`config.mk`:
```
export PLATFORM = sky130hd
export DESIGN_NAME = gdfs_cmd_fifo
export DESIGN_NICKNAME = d
export VERILOG_FILES = /design/src/rtl/core/gdfs_pkg.sv /design/src/rtl/core/gdfs_cmd_fifo.sv
export SDC_FILE = /design/constraint.sdc
export NUM_CORES = 1
export LEC_CHECK = 0
export BUFFER_PORTS_ARGS = -buffer_cell sky130_fd_sc_hd__buf_4
export CAP_MARGIN = 20
export CORE_MARGIN = 4
export CORE_UTILIZATION = 45
export CTS_CLUSTER_SIZE = 12
export DETAILED_ROUTE_END_ITERATION = 10
export GPL_ROUTABILITY_DRIVEN = 1
export PLACE_DENSITY = 0.8
export SLEW_MARGIN = 10
export SYNTH_ARGS = -nofsm -noshare
export SYNTH_HDL_FRONTEND = slang
export SYNTH_SLANG_ARGS = --single-unit
export TNS_END_PERCENT = 1
```
`constraint.sdc`:
```
create_clock -name clock -period 1.51 [get_ports clock]
set_clock_uncertainty 0.15 [all_clocks]
set_input_delay 0.0755 -clock clock [delete_from_list [all_inputs] [get_ports clock]]
set_output_delay 0.0755 -clock clock [all_outputs]
set_load 0.005 [all_outputs]
```
`src/rtl/core/gdfs_pkg.sv`:
```
// Shared types, constants and helpers for the graph depth-first path finder.
// No dependencies; every other file in rtl/core imports this package.
`timescale 1ns / 1ps

package gdfs_pkg;

   localparam int MAX_VERTICES = 64;
   localparam int VERTEX_WIDTH = $clog2(MAX_VERTICES);
   localparam int DEPTH_WIDTH  = $clog2(MAX_VERTICES + 1);
   localparam int COUNT_WIDTH  = 7;

   typedef logic [MAX_VERTICES-1:0] row_type;
   typedef logic [VERTEX_WIDTH-1:0] vertex_type;

   typedef enum logic [1:0] {
      OP_ADD_EDGE  = 2'd0,
      OP_FIND_PATH = 2'd1,
      OP_CLEAR     = 2'd2
   } op_type;

   typedef enum logic [1:0] {
      CMD_ADD   = 2'd0,
      CMD_QUERY = 2'd1,
      CMD_MISS  = 2'd2,
      CMD_CLEAR = 2'd3
   } cmd_kind_type;

   typedef struct packed {
      logic [1:0] operation;
      logic [5:0] vertex_a;
      logic [5:0] vertex_b;
   } req_payload_type;

   typedef struct packed {
      logic [5:0] path_vertex;
      logic       found;
      logic       last;
   } rsp_payload_type;

   typedef struct packed {
      cmd_kind_type kind;
      vertex_type   vertex_a;
      vertex_type   vertex_b;
   } cmd_type;

   function automatic row_type vertex_bit(input vertex_type v);
      vertex_bit = row_type'(1) << v;
   endfunction

   // Lowest set bit; zero when the row is empty.
   function automatic vertex_type find_first(input row_type row);
      vertex_type idx;
      idx = '0;
      for (int i = MAX_VERTICES - 1; i >= 0; i--) begin
         if (row[i]) idx = vertex_type'(i);
      end
      find_first = idx;
   endfunction

endpackage

```
`src/rtl/core/gdfs_cmd_fifo.sv`:
```
// Two-entry command queue between the front end and the search engine.
// Depends on gdfs_pkg.
`timescale 1ns / 1ps

module gdfs_cmd_fifo (
   input  logic              clock,
   input  logic              reset,
   input  logic              push,
   input  gdfs_pkg::cmd_type push_cmd,
   input  logic              pop,
   output gdfs_pkg::cmd_type head_cmd,
   output logic              full,
   output logic              empty
);
   import gdfs_pkg::*;

   cmd_type    entry_ff [2];
   logic       wr_ptr_ff, wr_ptr_in;
   logic       rd_ptr_ff, rd_ptr_in;
   logic [1:0] count_ff, count_in;
   logic       do_push, do_pop;

   assign full     = (count_ff == 2'd2);
   assign empty    = (count_ff == 2'd0);
   assign do_push  = push && !full;
   assign do_pop   = pop && !empty;
   assign head_cmd = entry_ff[rd_ptr_ff];

   always_comb begin
      wr_ptr_in = do_push ? !wr_ptr_ff : wr_ptr_ff;
      rd_ptr_in = do_pop ? !rd_ptr_ff : rd_ptr_ff;
      count_in  = count_ff + 2'(do_push) - 2'(do_pop);
   end

   always_ff @(posedge clock) begin
      if (reset) begin
         wr_ptr_ff <= 1'b0;
         rd_ptr_ff <= 1'b0;
         count_ff  <= 2'd0;
      end else begin
         wr_ptr_ff <= wr_ptr_in;
         rd_ptr_ff <= rd_ptr_in;
         count_ff  <= count_in;
      end
   end

   always_ff @(posedge clock) begin
      if (do_push) entry_ff[wr_ptr_ff] <= push_cmd;
   end

endmodule

```
# After elaboration in Yosys (flattened, before gate mapping)
# Memories as Yosys holds them, arrays and structs flattened. A register that Yosys moved wholly into a read port is not among the register bits.
# Cells that the tools add are included.
[classes]
addsub = 2
eq_ne = 1
n_mux = 4
n_reduce_logical = 7
[op_table]
columns = ["cell", "count"]
rows = [
  ["$logic_not 1->1", 4],
  ["$mux 1", 4],
  ["$add 2x1->2", 1],
  ["$eq 2x2->1 const B", 1],
  ["$logic_and 1x1->1", 2],
  ["$logic_not 2->1", 1],
  ["$sub 2x1->2", 1],
]
[totals]
regBits = 4
mem_bits_rw = 28
elab_cells = 18
mem_count = 1
[mem_list]
columns = ["memory", "depth", "word_bits", "read_ports", "rd_clocked_by_memory_dff", "write_ports", "line", "source"]
rows = [
  ["entry_ff", 2, 14, 1, 1, 1, "gdfs_cmd_fifo.sv:17", "cmd_type entry_ff [2];"],
]

# Depth between registers and ports, before layout
[depth]
ltp_word = 5
ltp_mapped = 8
depth_no_buf = 8

# Worst setup path before layout
# Ideal clock, no wire load.
[synth_timing]
path_kind = "reg-to-reg"
startpoint = "register count_ff[0]"
endpoint = "memory entry_ff[0][0] (netlist name), enable pin"
setup_time_ps = 354
t_arrival_ps = 1144
t_required_ps = 1006
setup_slack_ps = -138
path_stages_with_launch = 5
n_path_buf = 0
period_less_slack_ps = 1648
path_cell_list = "dfxtp_1 > nand2b_2 > inv_2 > or3_1 > inv_1"
[synth_between]
elab_chain_len = 5
[synth_rtl]
columns = ["item", "line", "source"]
rows = [
  ["from (decl)", "gdfs_cmd_fifo.sv:20", "logic [1:0] count_ff, count_in;"],
  ["from (signal assigned)", "gdfs_cmd_fifo.sv:43", "count_ff <= count_in;"],
  ["$eq 2x2->1", "gdfs_cmd_fifo.sv:23", "assign full = (count_ff == 2'd2);"],
  ["named net full", "gdfs_cmd_fifo.sv:12", "output logic full,"],
  ["$logic_not 1->1", "gdfs_cmd_fifo.sv:25", "assign do_push = push && !full;"],
  ["$logic_and 1x1->1", "gdfs_cmd_fifo.sv:25", ""],
  ["$mux 1", "gdfs_cmd_fifo.sv:48", "if (do_push) entry_ff[wr_ptr_ff] <= push_cmd;"],
  ["$mux 1 (not written as such)", "gdfs_cmd_fifo.sv:48", ""],
  ["to (decl)", "gdfs_cmd_fifo.sv:17", ""],
]
# The timed path passes the listed nets, and every way through them passes these cells.

# Final worst setup path
[layout_timing]
startpoint = "register count_ff[1]"
endpoint = "register count_ff[1]"
[layout_lines]
columns = ["item", "line", "source"]
rows = [
  ["$logic_not 2->1", "gdfs_cmd_fifo.sv:24", "assign empty = (count_ff == 2'd0);"],
  ["$logic_not 1->1", "gdfs_cmd_fifo.sv:26", "assign do_pop = pop && !empty;"],
  ["$logic_and 1x1->1", "gdfs_cmd_fifo.sv:26", ""],
  ["named net do_pop", "gdfs_cmd_fifo.sv:21", "logic do_push, do_pop;"],
  ["$sub 2x1->2", "gdfs_cmd_fifo.sv:32", "count_in = count_ff + 2'(do_push) - 2'(do_pop);"],
]
# The timed path passes the listed nets, and every way through them passes these cells.
# A chain may end at the register's enable or synchronous reset.

==> results.txt <==
The critical path goes through o21a_4 > ha_4 > inv_2 > ha_4 > xor2_1 > and2_1 > nor3_2. The number of clock sinks is 33. The count of nets left with antenna violations once routing finished came out at 0.

The critical path's top delay family is adder cells. The maximum clock frequency came out at approximately 600 MHz. After global routing the overflow that remains totals 0. The internal portion of total power came out at 2.11 mW. When the netlist entered floorplanning its net count stood at 90.

The cell with the largest stage delay on the worst path is sky130_fd_sc_hd__dfxtp_4. The top cell type by area accounts for 67.9% of the synthesized area. The tightest min-delay check is of the in -> reg type.

The final critical-path share of the clock period came out at 112%. The net switching power came out at between 700 and 800 uW. The row count is 18. The critical path ends at count_ff[1]. The floorplan step defined a die boundary enclosing 3660 sq um. The wire length per cell is between 15 and 20 um. The clock reaches the later pin of the worst-skew pair after ~320 ps.

The number of buffers and inverters on the critical path came out at 1. The first global-routing pass estimated 3.87 mm of wire. The count of pins on the block boundary is 34. VDD sags by at most 1.36 mV. The footprint of the multi-input gates came out at 377 sq um. Yosys instantiated no cell more often than sky130_fd_sc_hd__edfxtp_1. Setup repair after global routing could not meet its margin everywhere.

The non-filler instance count after layout came out at 161. After floorplanning, the core was sized to cover 2540 sq um. The worst setup path is of the reg -> reg kind. The number of warnings reported in the yosys synthesis log is 0. The iteration count of the initial detailed-routing pass is 4. The number of nets in the finished design came out at 150. The proportion of power drawn by flip-flops and latches is a little over two fifths. Counting instances in the post-synthesis netlist gives the leading cell types as sky130_fd_sc_hd__edfxtp_1 (28), sky130_fd_sc_hd__mux2_1 (10), sky130_fd_sc_hd__dfxtp_1 (5). The critical-path maximum fanout came out at 4. The finished layout cell area came out at 1930 sq um. The total of max-cap violations came out at 0. Setup total negative slack on the finished layout was measured at -1690 ps. The per-cell via count in the routed design came out at 4.78. The final reports fail on negative setup slack. The startpoint identified for the worst register-to-register timing path is count_ff[1].

After detailed placement, the design holds a cell count of around 140. At the placement stage, the worst setup path has a slack of -204 ps. The violation count after the first detailed-routing iteration is 11.

The fraction of final layout cells sized beyond drive strength 1 came out at roughly 54%. Clock tree synthesis selected as its root buffer the cell sky130_fd_sc_hd__clkbuf_4. The biggest area contributor in the post-synthesis netlist is sky130_fd_sc_hd__edfxtp_1.

The maximum level of the CTS H-tree came out at 2. Counting flops with an async set or reset pin after synthesis yields a share of 0%. The count of flip-flops with a built-in enable after synthesis is 28. The most used cell along the critical path is sky130_fd_sc_hd__ha_4. In this run switching power makes up 27.3% of total power.

Relative to the synthesized area, the layout overhead comes to 56.2%. The via count of the first global-routing pass came out at 870. The total of fill cells in the finished design is 148.

In this run the register-to-register setup slack is -180 ps. The maximum clock insertion buffer count is 2. The final max-slew violation count came out at 0. Detailed placement finished with a half-perimeter wire length of 1.49 mm. The minimum setup slack in the final design is -178 ps. The overall routing resource usage is 15.5%. The clock share of power is 15.4%. The worst reg2reg path depth came out at 7. Wires add up to 2.49 mm. The run finished, with violations left. The final weighted congestion in routability-driven placement came out at 0.687. The power per cell area is 1500 nW/um^2. In the post-synthesis netlist, the biggest area contributors are sky130_fd_sc_hd__edfxtp_1 (68%), sky130_fd_sc_hd__mux2_1 (9.1%), sky130_fd_sc_hd__dfxtp_1 (8.1%). The overall power after layout is around 2.9 mW.

The number of remaining DRC errors is 0. The endpoint type of the worst setup path is a flip-flop. The critical path required time came out at 1580 ps. Among all flip-flop cells after synthesis, the most frequent one is sky130_fd_sc_hd__edfxtp_1.

The part of the power in combinational logic came out at 40.8%. The endpoint identified for the worst register-to-register timing path is count_ff[1]. The slew of the pin with the lowest slew margin came out at 335 ps. The number of antenna diodes in the final layout is 0. Summing every instance area after synthesis gives 1240 sq um. The critical path runs through a total of 7 cells. The largest single stage delay on the critical path is 370 ps. The clock period minus final worst setup slack is 1690 ps. After clock tree synthesis, the clock-pin slew on the worst setup and hold paths is 90 ps. The initial core utilization came out at 48.7%. In this run the worst setup path begins at count_ff[1]. The TritonCTS clock tree is built. The relative slew slack came out at 77.7%.

The number of input and output port buffers inserted came out at 33. The flip-flop and latch count after synthesis came out at 33. The total number of vias is 770. The total CTS buffers came out at 5. The final hold violation count came to 0. The leakage power figure came out at 0.776 nW. The kind of launch point of the worst setup path is a flip-flop.

The post-CTS setup repair buffer count came out at 0. The number of antenna violations at the first check in global routing came out at 0. A synthesized cell averages 17.7 sq um. The number of different library cells in the post-synthesis netlist is 21. The final-report setup violation count came out at 17. The flip-flop and latch area came out at 950 sq um. The maximum number of pins on one net before global-route repair came out at 15. The height of the chip came out at 60.5 um. The die width came out at around 60 um.

The arrival time at the worst endpoint came out at 1760 ps. The instance count of the mapped netlist is 70. The sequential area share after synthesis came out at 76.0%. The instance area at placement is 1570 sq um.
==> tightest hold or removal path: cells and delay by family <==
kind | cells | cell delay, ps
AND/OR/NAND/NOR | 1 | 80
buffers and inverters | 2 | 190
AO/OA/AOI/OAI | 1 | 130
XOR/XNOR | 1 | 70
==> kinds of logic after synthesis <==
group | share of synthesized area, %
compound gates | 1.51
mux | 12.7
fa+ha+maj | 2.02
xor+xnor | 1.41
flops | 76.0
buf+inv | 1.62
simple gates | 4.75
==> power by group through the flow <==
stage / Clock, mW / Combinational (mW) / Sequential, mW
after floorplan: 0 / 0.406 / 1.24
after global placement: 0 / 0.840 / 1.25
after detailed placement: 0 / 0.860 / 1.26
after CTS: 0.467 / 1.11 / 1.26
after global routing: 0.513 / 1.29 / 1.29
final: 0.448 / 1.19 / 1.27
==> state kept, by name (all words and copies together), names as in the netlist, named ones only <==
register and cells:
entry_ff 28, rd_ptr_ff 1, count_ff 2, wr_ptr_ff 1
==> layout by cell type, fill, tap and decap left out <==
cell,count
sky130_fd_sc_hd__edfxtp_1,28
sky130_fd_sc_hd__buf_4,25
sky130_fd_sc_hd__dlygate4sd3_1,16
sky130_fd_sc_hd__mux2_4,12
sky130_fd_sc_hd__buf_6,12
sky130_fd_sc_hd__clkbuf_4,5
sky130_fd_sc_hd__nor2_1,4
sky130_fd_sc_hd__inv_2,2
sky130_fd_sc_hd__mux2_2,2
sky130_fd_sc_hd__ha_4,2
sky130_fd_sc_hd__dfxtp_4,2
sky130_fd_sc_hd__clkbuf_1,2
sky130_fd_sc_hd__dfxtp_1,2
sky130_fd_sc_hd__o21a_4,1
sky130_fd_sc_hd__nand2b_4,1
sky130_fd_sc_hd__nand2_4,1
sky130_fd_sc_hd__and3_2,1
sky130_fd_sc_hd__inv_1,1
sky130_fd_sc_hd__or3_4,1
sky130_fd_sc_hd__clkinvlp_4,1
sky130_fd_sc_hd__nor2b_1,1
sky130_fd_sc_hd__xnor2_1,1
sky130_fd_sc_hd__o21ai_0,1
sky130_fd_sc_hd__a21oi_1,1
sky130_fd_sc_hd__xor2_1,1
sky130_fd_sc_hd__and2_1,1
sky130_fd_sc_hd__nor3_2,1
sky130_fd_sc_hd__clkinv_1,1
sky130_fd_sc_hd__dfxtp_2,1
sky130_fd_sc_hd__buf_12,1
==> area by class of cell <==
class                      count  area share, %
multi-input combinational     32           19.5
tap                           30           1.94
clock inverter                 1          0.194
inverter                       4          0.970
sequential                    33           49.1
timing repair buffer          54           26.0
clock buffer                   7           2.33
==> stage by stage <==
| stage | util, % | hold slack [ps] |
|---|---|---|
| after CTS | 74.0 | 64.2 |
| after floorplan | - | -5.43 |
| after detailed placement | 61.8 | 115 |
| final | 76.0 | 108 |
| after global placement | 61.8 | 111 |
| after global routing | 76.0 | 112 |
==> timing repair <==
| action | CTS | global route |
|---|---|---|
| hold endpoints to repair | 33 | 0 |
| cloned | 0 | 0 |
| gates resized for setup | 29 | 10 |
| endpoints found under the setup margin | 28 | 28 |
| hold buffers | 16 | 0 |
| pin swaps | 0 | 5 |
==> worst min path at each step <==
stage	from	endpoint	cells past startpoint
detailed placement	push_cmd[9]	entry_ff[0][9]	1
floorplan	reset	wr_ptr_ff	1
global route	pop	flip-flop	5
CTS	pop	flip-flop	5
global placement	push_cmd[7]	entry_ff[0][7]	1
finish	pop	flip-flop	5
==> layer usage <==
layer  track usage (%)  vias to the layer above  wire length, um
met5                 0                        -                0
met4              7.43                        0               21
met3              5.32                        2              142
met2              28.4                       28             1350
met1              15.6                      364              972
li1                  -                      376                -
Power figures use the tool's default switching activity.
