File: config.mk
export PLATFORM = sky130hd
export DESIGN_NAME = gdfs_front
export DESIGN_NICKNAME = d
export VERILOG_FILES = /design/src/rtl/core/gdfs_pkg.sv /design/src/rtl/core/gdfs_front.sv
export SDC_FILE = /design/constraint.sdc
export NUM_CORES = 1
export LEC_CHECK = 0
export ABC_AREA = 1
export ABC_CLOCK_PERIOD_IN_PS = 1300
export BUFFER_PORTS_ARGS = -buffer_cell sky130_fd_sc_hd__clkbuf_2
export CAP_MARGIN = 20
export CORE_MARGIN = 4
export CORE_UTILIZATION = 42
export DETAILED_ROUTE_END_ITERATION = 7
export GPL_TIMING_DRIVEN = 0
export PLACE_DENSITY = 0.81
export SLEW_MARGIN = 20
export SYNTH_ARGS = -nofsm -noshare
export SYNTH_HDL_FRONTEND = slang
export SYNTH_SLANG_ARGS = --single-unit
File: constraint.sdc
create_clock -name vclk -period 1.3
set_input_delay 0.13 -clock vclk [all_inputs]
set_output_delay 0.13 -clock vclk [all_outputs]
set_load 0.05 [all_outputs]
File: src/rtl/core/gdfs_pkg.sv
// Shared types, constants and helpers for the graph depth-first path finder.
// No dependencies; every other file in rtl/core imports this package.
`timescale 1ns / 1ps

package gdfs_pkg;

   localparam int MAX_VERTICES = 64;
   localparam int VERTEX_WIDTH = $clog2(MAX_VERTICES);
   localparam int DEPTH_WIDTH  = $clog2(MAX_VERTICES + 1);
   localparam int COUNT_WIDTH  = 7;

   typedef logic [MAX_VERTICES-1:0] row_type;
   typedef logic [VERTEX_WIDTH-1:0] vertex_type;

   typedef enum logic [1:0] {
      OP_ADD_EDGE  = 2'd0,
      OP_FIND_PATH = 2'd1,
      OP_CLEAR     = 2'd2
   } op_type;

   typedef enum logic [1:0] {
      CMD_ADD   = 2'd0,
      CMD_QUERY = 2'd1,
      CMD_MISS  = 2'd2,
      CMD_CLEAR = 2'd3
   } cmd_kind_type;

   typedef struct packed {
      logic [1:0] operation;
      logic [5:0] vertex_a;
      logic [5:0] vertex_b;
   } req_payload_type;

   typedef struct packed {
      logic [5:0] path_vertex;
      logic       found;
      logic       last;
   } rsp_payload_type;

   typedef struct packed {
      cmd_kind_type kind;
      vertex_type   vertex_a;
      vertex_type   vertex_b;
   } cmd_type;

   function automatic row_type vertex_bit(input vertex_type v);
      vertex_bit = row_type'(1) << v;
   endfunction

   // Lowest set bit; zero when the row is empty.
   function automatic vertex_type find_first(input row_type row);
      vertex_type idx;
      idx = '0;
      for (int i = MAX_VERTICES - 1; i >= 0; i--) begin
         if (row[i]) idx = vertex_type'(i);
      end
      find_first = idx;
   endfunction

endpackage

File: src/rtl/core/gdfs_front.sv
// Front end: takes request transactions and classifies them into commands.
// Depends on gdfs_pkg; feeds gdfs_cmd_fifo.
`timescale 1ns / 1ps

module gdfs_front (
   input  logic                      req_valid,
   output logic                      req_ready,
   input  gdfs_pkg::req_payload_type req_payload,
   input  gdfs_pkg::row_type         vertex_mask,
   input  logic                      fifo_full,
   output logic                      push,
   output gdfs_pkg::cmd_type         cmd
);
   import gdfs_pkg::*;

   logic in_range;

   assign req_ready = !fifo_full;
   assign in_range  = vertex_mask[req_payload.vertex_a] && vertex_mask[req_payload.vertex_b];

   always_comb begin
      cmd.vertex_a = req_payload.vertex_a;
      cmd.vertex_b = req_payload.vertex_b;
      cmd.kind     = CMD_CLEAR;
      push         = 1'b0;
      unique case (op_type'(req_payload.operation))
         OP_ADD_EDGE: begin
            // drop edges that touch a vertex beyond the count
            cmd.kind = CMD_ADD;
            push     = req_valid && in_range;
         end
         OP_FIND_PATH: begin
            cmd.kind = in_range ? CMD_QUERY : CMD_MISS;
            push     = req_valid;
         end
         OP_CLEAR: begin
            cmd.kind = CMD_CLEAR;
            push     = req_valid;
         end
         default: begin
            push = 1'b0;
         end
      endcase
   end

endmodule

Yosys cells after proc, flatten, opt, wreduce, memory -nomap -nowiden
Index checks and enable logic that the tools add are counted.
{"block": "op_classes", "n_eq_ne": 2, "n_mux": 7, "reduce_logical": 5, "order_cmp": 2}
{"op": "$lt 6x7->1 const B", "n": 2}
{"op": "$bmux 1 s6", "n": 2}
{"op": "$pmux 2 s2", "n": 1}
{"op": "$eq 2x1->1 const B", "n": 1}
{"op": "$eq 2x2->1 const B", "n": 1}
{"op": "$logic_and 1x1->1", "n": 2}
{"op": "$logic_not 2->1", "n": 1}
{"op": "$mux 1", "n": 2}
{"op": "$mux 2", "n": 1}
{"op": "$pmux 1 s2", "n": 1}
{"op": "$reduce_or 2->1", "n": 1}
{"op": "$logic_not 1->1", "n": 1}
{"block": "word_totals", "ff_bits": 0, "wordCells": 16, "output_inout_bits": 16}

Longest topological paths before layout
Gate-level depths: netlist of run 1.
{"block": "logic_depth", "ltp_word": 5, "mapped_depth": 13, "depth_no_buf": 11}

Worst setup path before layout of run 1
Ideal clock, no wire load.
{"block": "synth_path", "path_type": "input to output", "start": "input req_payload[0] (netlist bit)", "end": "output cmd[12] (netlist bit)", "t_required_ns": 1.170, "t_arrival_ns": 1.510, "setup_slack_ns": -0.340, "stages": 13, "cell_sequence": "buf_6 -> inv_8 -> buf_6 -> nand2_1 -> nand3_1 -> nand3_1 -> nand3_1 -> nand2_1 -> nand2_1 -> nand3_2 -> nand2_2 -> nand3_2 -> o21ai_0"}
{"element": "start, declared", "line": "gdfs_front.sv:8", "rtl": "input gdfs_pkg::req_payload_type req_payload,"}
{"element": "end, declared", "line": "gdfs_front.sv:12", "rtl": "output gdfs_pkg::cmd_type cmd"}

Worst setup path after layout of run 1
{"block": "layout_path", "start": "input req_payload[0] (netlist bit)", "end": "output push"}
{"block": "layout_via", "elab_chain_cells": 5}
{"element": "$bmux 1 s6", "line": "gdfs_front.sv:19", "rtl": "assign in_range = vertex_mask[req_payload.vertex_a] && vertex_mask[req_payload.vertex_b];"}
{"element": "$mux 1 (not written as such)", "line": "gdfs_front.sv:19"}
{"element": "$logic_and 1x1->1", "line": "gdfs_front.sv:19"}
{"element": "$logic_and 1x1->1", "line": "gdfs_front.sv:30", "rtl": "push = req_valid && in_range;"}
{"element": "$pmux 1 s2", "line": "gdfs_front.sv:26", "rtl": "unique case (op_type'(req_payload.operation))"}
{"element": "end, declared", "line": "gdfs_front.sv:11", "rtl": "output logic push,"}
Every way passes these cells. The select of a mux whose other input is x is not followed.

==> results of run 1 <==
[layout make-up]
cell class | count | area, sq um | share of cell area (%)
buffer | 34 | 379.1 | 14.29
inverter | 17 | 107.6 | 4.057
multi-input combinational | 271 | 1465 | 55.24
tap | 48 | 60.06 | 2.264
timing repair buffer | 96 | 640.6 | 24.15
[layout by cell type (no fill, tap or decap), types with 2 or more instances in the layout]
master        n
buf_12        3
nand2_1     130
clkbuf_16     7
buf_6         9
clkinvlp_4    2
nand3_1      78
nand2_2      16
buf_8         9
buf_4        15
clkbuf_2     87
inv_1        11
ha_1          3
nand3_2      39
[kinds of logic (layout without fill, tap and decap cells)]
logic type	after synthesis	in the layout	synth area share, %
fa+ha+maj	3	3	2.324
compound gates	3	3	1.317
simple gates	265	265	72.11
buf+inv	51	147	24.25
[power groups by stage]
stage	clock (mW)	combinational [mW]	sequential (mW)
after global routing	0	1.11	0
after floorplan	0	0.575	0
after CTS	0	0.871	0
after detailed placement	0	0.844	0
after global placement	0	0.833	0
final	0	1.04	0
[repair_timing]
action,CTS,global route
resized for setup,10,69
pin swaps,2,25
cloned,0,6
setup endpoints to repair,3,3
buffers inserted,0,0
[how the worst max path moves through the flow]
stage,slack [ns],depth (start not counted),end
2_1_floorplan,-0.16,13,push
3_3_place_gp,-0.39,14,push
3_5_place_dp,-0.40,14,push
4_1_cts,-0.30,14,push
5_1_grt,-0.42,14,push
6_report,-0.35,14,push
[per-layer routing]
metal | global-route usage [%] | up-vias | routed length, microns
li1 | - | 1244 | -
met4 | 3.617 | 0 | 147
met3 | 1.727 | 17 | 872
met1 | 31.55 | 1136 | 2547
met2 | 41.87 | 201 | 3505
met5 | 0 | - | 0
[worst max-delay path: stages]
cell and delay, ns:
buf_12 0.12, inv_12 0.09, clkbuf_16 0.14, nand2_1 0.04, nand3_1 0.09, nand3_1 0.10, nand3_1 0.10, nand2_1 0.07
nand2_1 0.06, nand3_1 0.07, nand2_2 0.08, nand3_2 0.09, a21oi_4 0.17, buf_8 0.16
[metrics by stage]
step | cells | hold slack [ns] | setup WS, ns | setup TNS [ns]
after global placement | 460 | 0.5824 | -0.3916 | -1.059
after detailed placement | 460 | 0.5828 | -0.3961 | -1.128
after CTS | 460 | 0.5826 | -0.3046 | -0.8542
after floorplan | 322 | 0.4271 | -0.1627 | -0.2291
final | 466 | 0.5805 | -0.3487 | -0.9393
after global routing | 466 | 0.5955 | -0.4246 | -1.154
==> impl_results.md, run 1 <==
* GPL Wtd Cong at 0.9066
* Crit path kind: in -> out
* Register Area at 0 sq um
* Fin area at 2653 sq um
* Slew Viols, Final at 0
* Tot GR Track Use at 23.62%
* Via Count at 2598
* First-pass GRT wire length at 9.825 mm
* Worst Slack Setup Final at -0.3487 ns
* Seq pwr share at 0%
* Number of global-route vias before repair at 2169
* Clock group share of total power at 0%
* Final hold vios at 0
* Internal at 447.6 uW
* Final Setup Violations at 3
* Crit-path max FO at 8
* WL per Instance at 15.18 microns
* Die width at 70.02 microns
* Largest net degree at the start of global routing at 11
* P_sw at 591.7 uW
* Starting DRT DRC Count at 341
* Min-delay worst type: in -> out
* # port buffers at 90
* Initial Util at 43.79%
* Cts hold-fix bufs at 0
* Total die area at 4902 sq um
* RSZ-0062 raised after global routing: yes
* Layout cells sized above 1 at 46.65%
* Crit end category: output pin
* Hold Crit Start: fifo_full
* WP data required at 1.17 ns
* Mapped Nets at 405
* Worst relative slew slack at 80.77%
* Power density over cell area at 391.8 nW/um^2
* Startpoint types: input pin
* Violated checks: setup timing
* Core area at 3689 sq um
* Least-Margin Pin Slew at 0.2897 ns
* Most numerous cell in the Yosys netlist: nand2_1
* Post-synthesis sequential area ratio at 0%
* # IOs at 96
* Cell Area, Placed at 2183 sq um
* Row count at 22
* Seq_cells at 0
* Worst EP arrival at 1.52 ns
* Yosys top cell area share at 35.32%
* Vias per inst at 5.575
* CP startpoint: req_payload[0]
* Clock buffer count at 0
* Mapped Area at 1615 sq um
* First-pass iteration count of the detailed router at 5
* Final #Nets at 503
* Grt total ovfl at 0
* Initial antenna violation count at 0
* Synth warnings at 0
* VDD IR-drop max at 0.0002362 V
* Min-Delay Path Depth at 3
* Final Cycle Share at 126.8%
* Status: finished with violations
* Lkg Pwr at 1.450 nW
* Synth cell types at 16
* Synth area leader: nand3_1
* Final Power at 1.039 mW
* Min Tclk post-route at 1.649 ns
* Final wirelength at 7.072 mm
* Commonest cells post-synth: 145 x nand2_1, 114 x nand3_1, 16 x buf_4, 14 x buf_6, 13 x inv_1
* WHS Endpoint: req_ready
* # diodes at 0
* Util after Layout at 71.91%
* Mean post-synth cell area at 5.016 sq um
* DIE HEIGHT at 70.02 microns
* Dpl hpwl at 5.031 mm
* Fmax achieved at 606.6 MHz
* Fill cell count at 332
* Post-Syn Instances at 322
* # Max-Cap Violations at 0
* Routed Antenna Nets at 0
* Synth-to-Final Area Change at 64.21%
* Comb pwr share at 100.0%
* DRC at 0
* Switch share at 56.94%
* Top cells by area, synth: nand3_1 35%, nand2_1 34%, buf_6 9.8%
Note: power is estimated with default switching activity, not from simulation.
==> run 2, diff against run 1 <==
- RECOVER_POWER: default -> 50
- REMOVE_ABC_BUFFERS: default -> 1
- TNS_END_PERCENT: default -> 20
==> run 2 against run 1 <==
  * The run still ends with setup timing left
  * Sequential share of layout area unchanged
  * Flip-flop and latch count stayed put
  * Cell area shrank 2.6%
  * Non-clock buffer count fell by 21
  * Critical endpoint unchanged
  * Highest routed layer unchanged
==> impl_results.md, run 2 (synthesis results as in run 1) <==
* Number of global-route vias before repair at 2731 (+26%)
* Final Cycle Share at 132.7% (+5.9 points)
* Total die area at 4902 sq um (unchanged)
* Routed Antenna Nets at 0 (unchanged)
* CP peak stage delay at 0.18 ns (about the same)
* Fmax achieved at 579.7 MHz (-4.4%)
* Core area at 3689 sq um (unchanged)
* Clock buffer count at 0 (unchanged)
* WP data required at 1.17 ns (about the same)
* Violated checks: setup timing
* Cts hold-fix bufs at 0 (unchanged)
* Dpl hpwl at 4.111 mm (-18%)
* Initial antenna violation count at 0 (unchanged)
* Final wirelength at 9.131 mm (+29%)
* WHS Endpoint: push
* GPL Wtd Cong at 0.8845 (-2.4%)
* Final Setup Violations at 3 (unchanged)
* Synth-to-Final Area Change at 59.88%
* Cell Area, Placed at 1843 sq um (-16%)
* Worst-path cell chain: clkbuf_16 > inv_6 > nand2_1 > nand3_1 > nand3_1 > nand3_1 > nand2_1 > nand2_1 > nand3_2 > nand2_2 > nand3_2 > a21oi_2 > buf_8
* CP Depth at 13 (-1)
* RSZ-0062 raised after global routing: yes
* WL per Instance at 20.25 microns (+33%)
* Lkg Pwr at 1.387 nW (-4.4%)
* Min-Delay Path Depth at 4 (+1)
* Power density over cell area at 413.2 nW/um^2 (+5.5%)
* # Max-Cap Violations at 0 (unchanged)
* Crit end category: output pin
* Fin area at 2582 sq um (-2.6%)
* DRC at 0 (unchanged)
* Worst EP arrival at 1.60 ns (+0.08 ns)
* Initial Util at 43.79% (unchanged)
* Most common cell after layout, fill and taps aside: nand2_1
* Die width at 70.02 microns (unchanged)
* Worst relative slew slack at 60.25% (-21 points)
* Row count at 22 (unchanged)
* Worst-path cell with the longest stage delay: clkbuf_16
* Tot GR Track Use at 29.41% (+5.8 points)
* Most frequent cells in the layout: 122 x nand2_1, 83 x clkbuf_2, 65 x nand3_1
* Slew Viols, Final at 0 (unchanged)
* Least-Margin Pin Slew at 0.5988 ns (+0.3092 ns)
* Min-delay worst type: in -> out
* WP buf/inv at 3 (-1)
* Final hold vios at 0 (unchanged)
* Top cell family by delay on the critical path: simple AND/OR/NAND/NOR gates
* Register Area at 0 sq um (unchanged)
* Hold Crit Start: req_valid
* Crit path kind: in -> out
* Startpoint types: input pin
* Grt total ovfl at 0 (unchanged)
* Status: finished with violations
* Via Count at 2978 (+15%)
* First-pass GRT wire length at 12.16 mm (+24%)
* Crit-path max FO at 8 (unchanged)
* # IOs at 96 (unchanged)
* Vias per inst at 6.603 (+18%)
* Layout cells sized above 1 at 48.64% (+2.0 points)
* Final TNS setup at -1.227 ns (-0.2879 ns)
* Largest net degree at the start of global routing at 19 (+8)
* Min Tclk post-route at 1.725 ns (+0.07649 ns)
* Seq_cells at 0 (unchanged)
* First-pass iteration count of the detailed router at 6 (+1)
* Starting DRT DRC Count at 603 (+77%)
* # diodes at 0 (unchanged)
* VDD IR-drop max at 0.0003214 V (+36%)
* Final hold slack at 0.5993 ns (+0.01884 ns)
* # port buffers at 96 (+6.7%)
* Worst Slack Setup Final at -0.4251 ns (-0.07649 ns)
* DIE HEIGHT at 70.02 microns (unchanged)
* Final #Nets at 488 (-3.0%)
-- run 2: changes by cell type in the layout (fill, tap and decap cells not counted), sizes merged --
| cell | change |
|---|---|
| clkinv | +2 |
| buf | -26 |
| clkbuf | +5 |
| inv | +5 |
| clkinvlp | -1 |
-- run 2: worst max-delay path by stage --
stage	start	to	slack, ns
2_1_floorplan	req_payload[12]	cmd[12]	-0.31
3_3_place_gp	req_payload[0]	cmd[13]	-0.83
3_5_place_dp	req_payload[0]	cmd[13]	-0.85
4_1_cts	req_payload[6]	push	-0.20
5_1_grt	req_payload[6]	cmd[13]	-0.43
6_report	req_payload[0]	push	-0.43
-- run 2: cell type report --
cell class	count	area, sq um
well taps	48	60.06
repair inverters	6	90.09
inverters	17	136.4
multi-input cells	271	1540
repair buffers	109	755.7
fillers	278	1106
-- run 2: tightest hold or removal path, stage by stage --
cell and delay (ns):
clkbuf_2 0.08, nand2_1 0.07, a21oi_2 0.04, buf_8 0.14
-- run 2: power breakdown --
| part | internal [mW] | switching (mW) | total [mW] |
|---|---|---|---|
| clock network | 0 | 0 | 0 |
| registers | 0 | 0 | 0 |
| logic | 0.394 | 0.674 | 1.07 |
-- run 2: timing repair --
item                       CTS  global route
hold endpoints to repair     0             0
buffers inserted             0             7
setup endpoints to repair    3             3
cloned                      12             0
pin swaps                   34            19
gates resized for setup     91            37
-- run 2: routing by layer --
| metal | GRT usage [%] | routed length [microns] | vias up |
|---|---|---|---|
| met2 | 49.53 | 4069 | 361 |
| met3 | 4.892 | 1258 | 131 |
| met5 | 0 | 0 | - |
| met1 | 33.67 | 2903 | 1265 |
| met4 | 19.79 | 899 | 0 |
| li1 | - | - | 1221 |
-- run 2: through the flow --
| stage | setup slack [ns] | std cells | total power [mW] | utilization, % |
|---|---|---|---|---|
| 2_1_floorplan | -0.3122 | 288 | 0.3461 | - |
| 3_3_place_gp | -0.8345 | 432 | 0.7009 | 49.97 |
| 3_5_place_dp | -0.8542 | 432 | 0.7149 | 49.97 |
| 4_1_cts | -0.1975 | 444 | 0.9009 | 64.21 |
| 5_1_grt | -0.4321 | 451 | 1.112 | 70.01 |
| 6_report | -0.4251 | 451 | 1.067 | 70.01 |
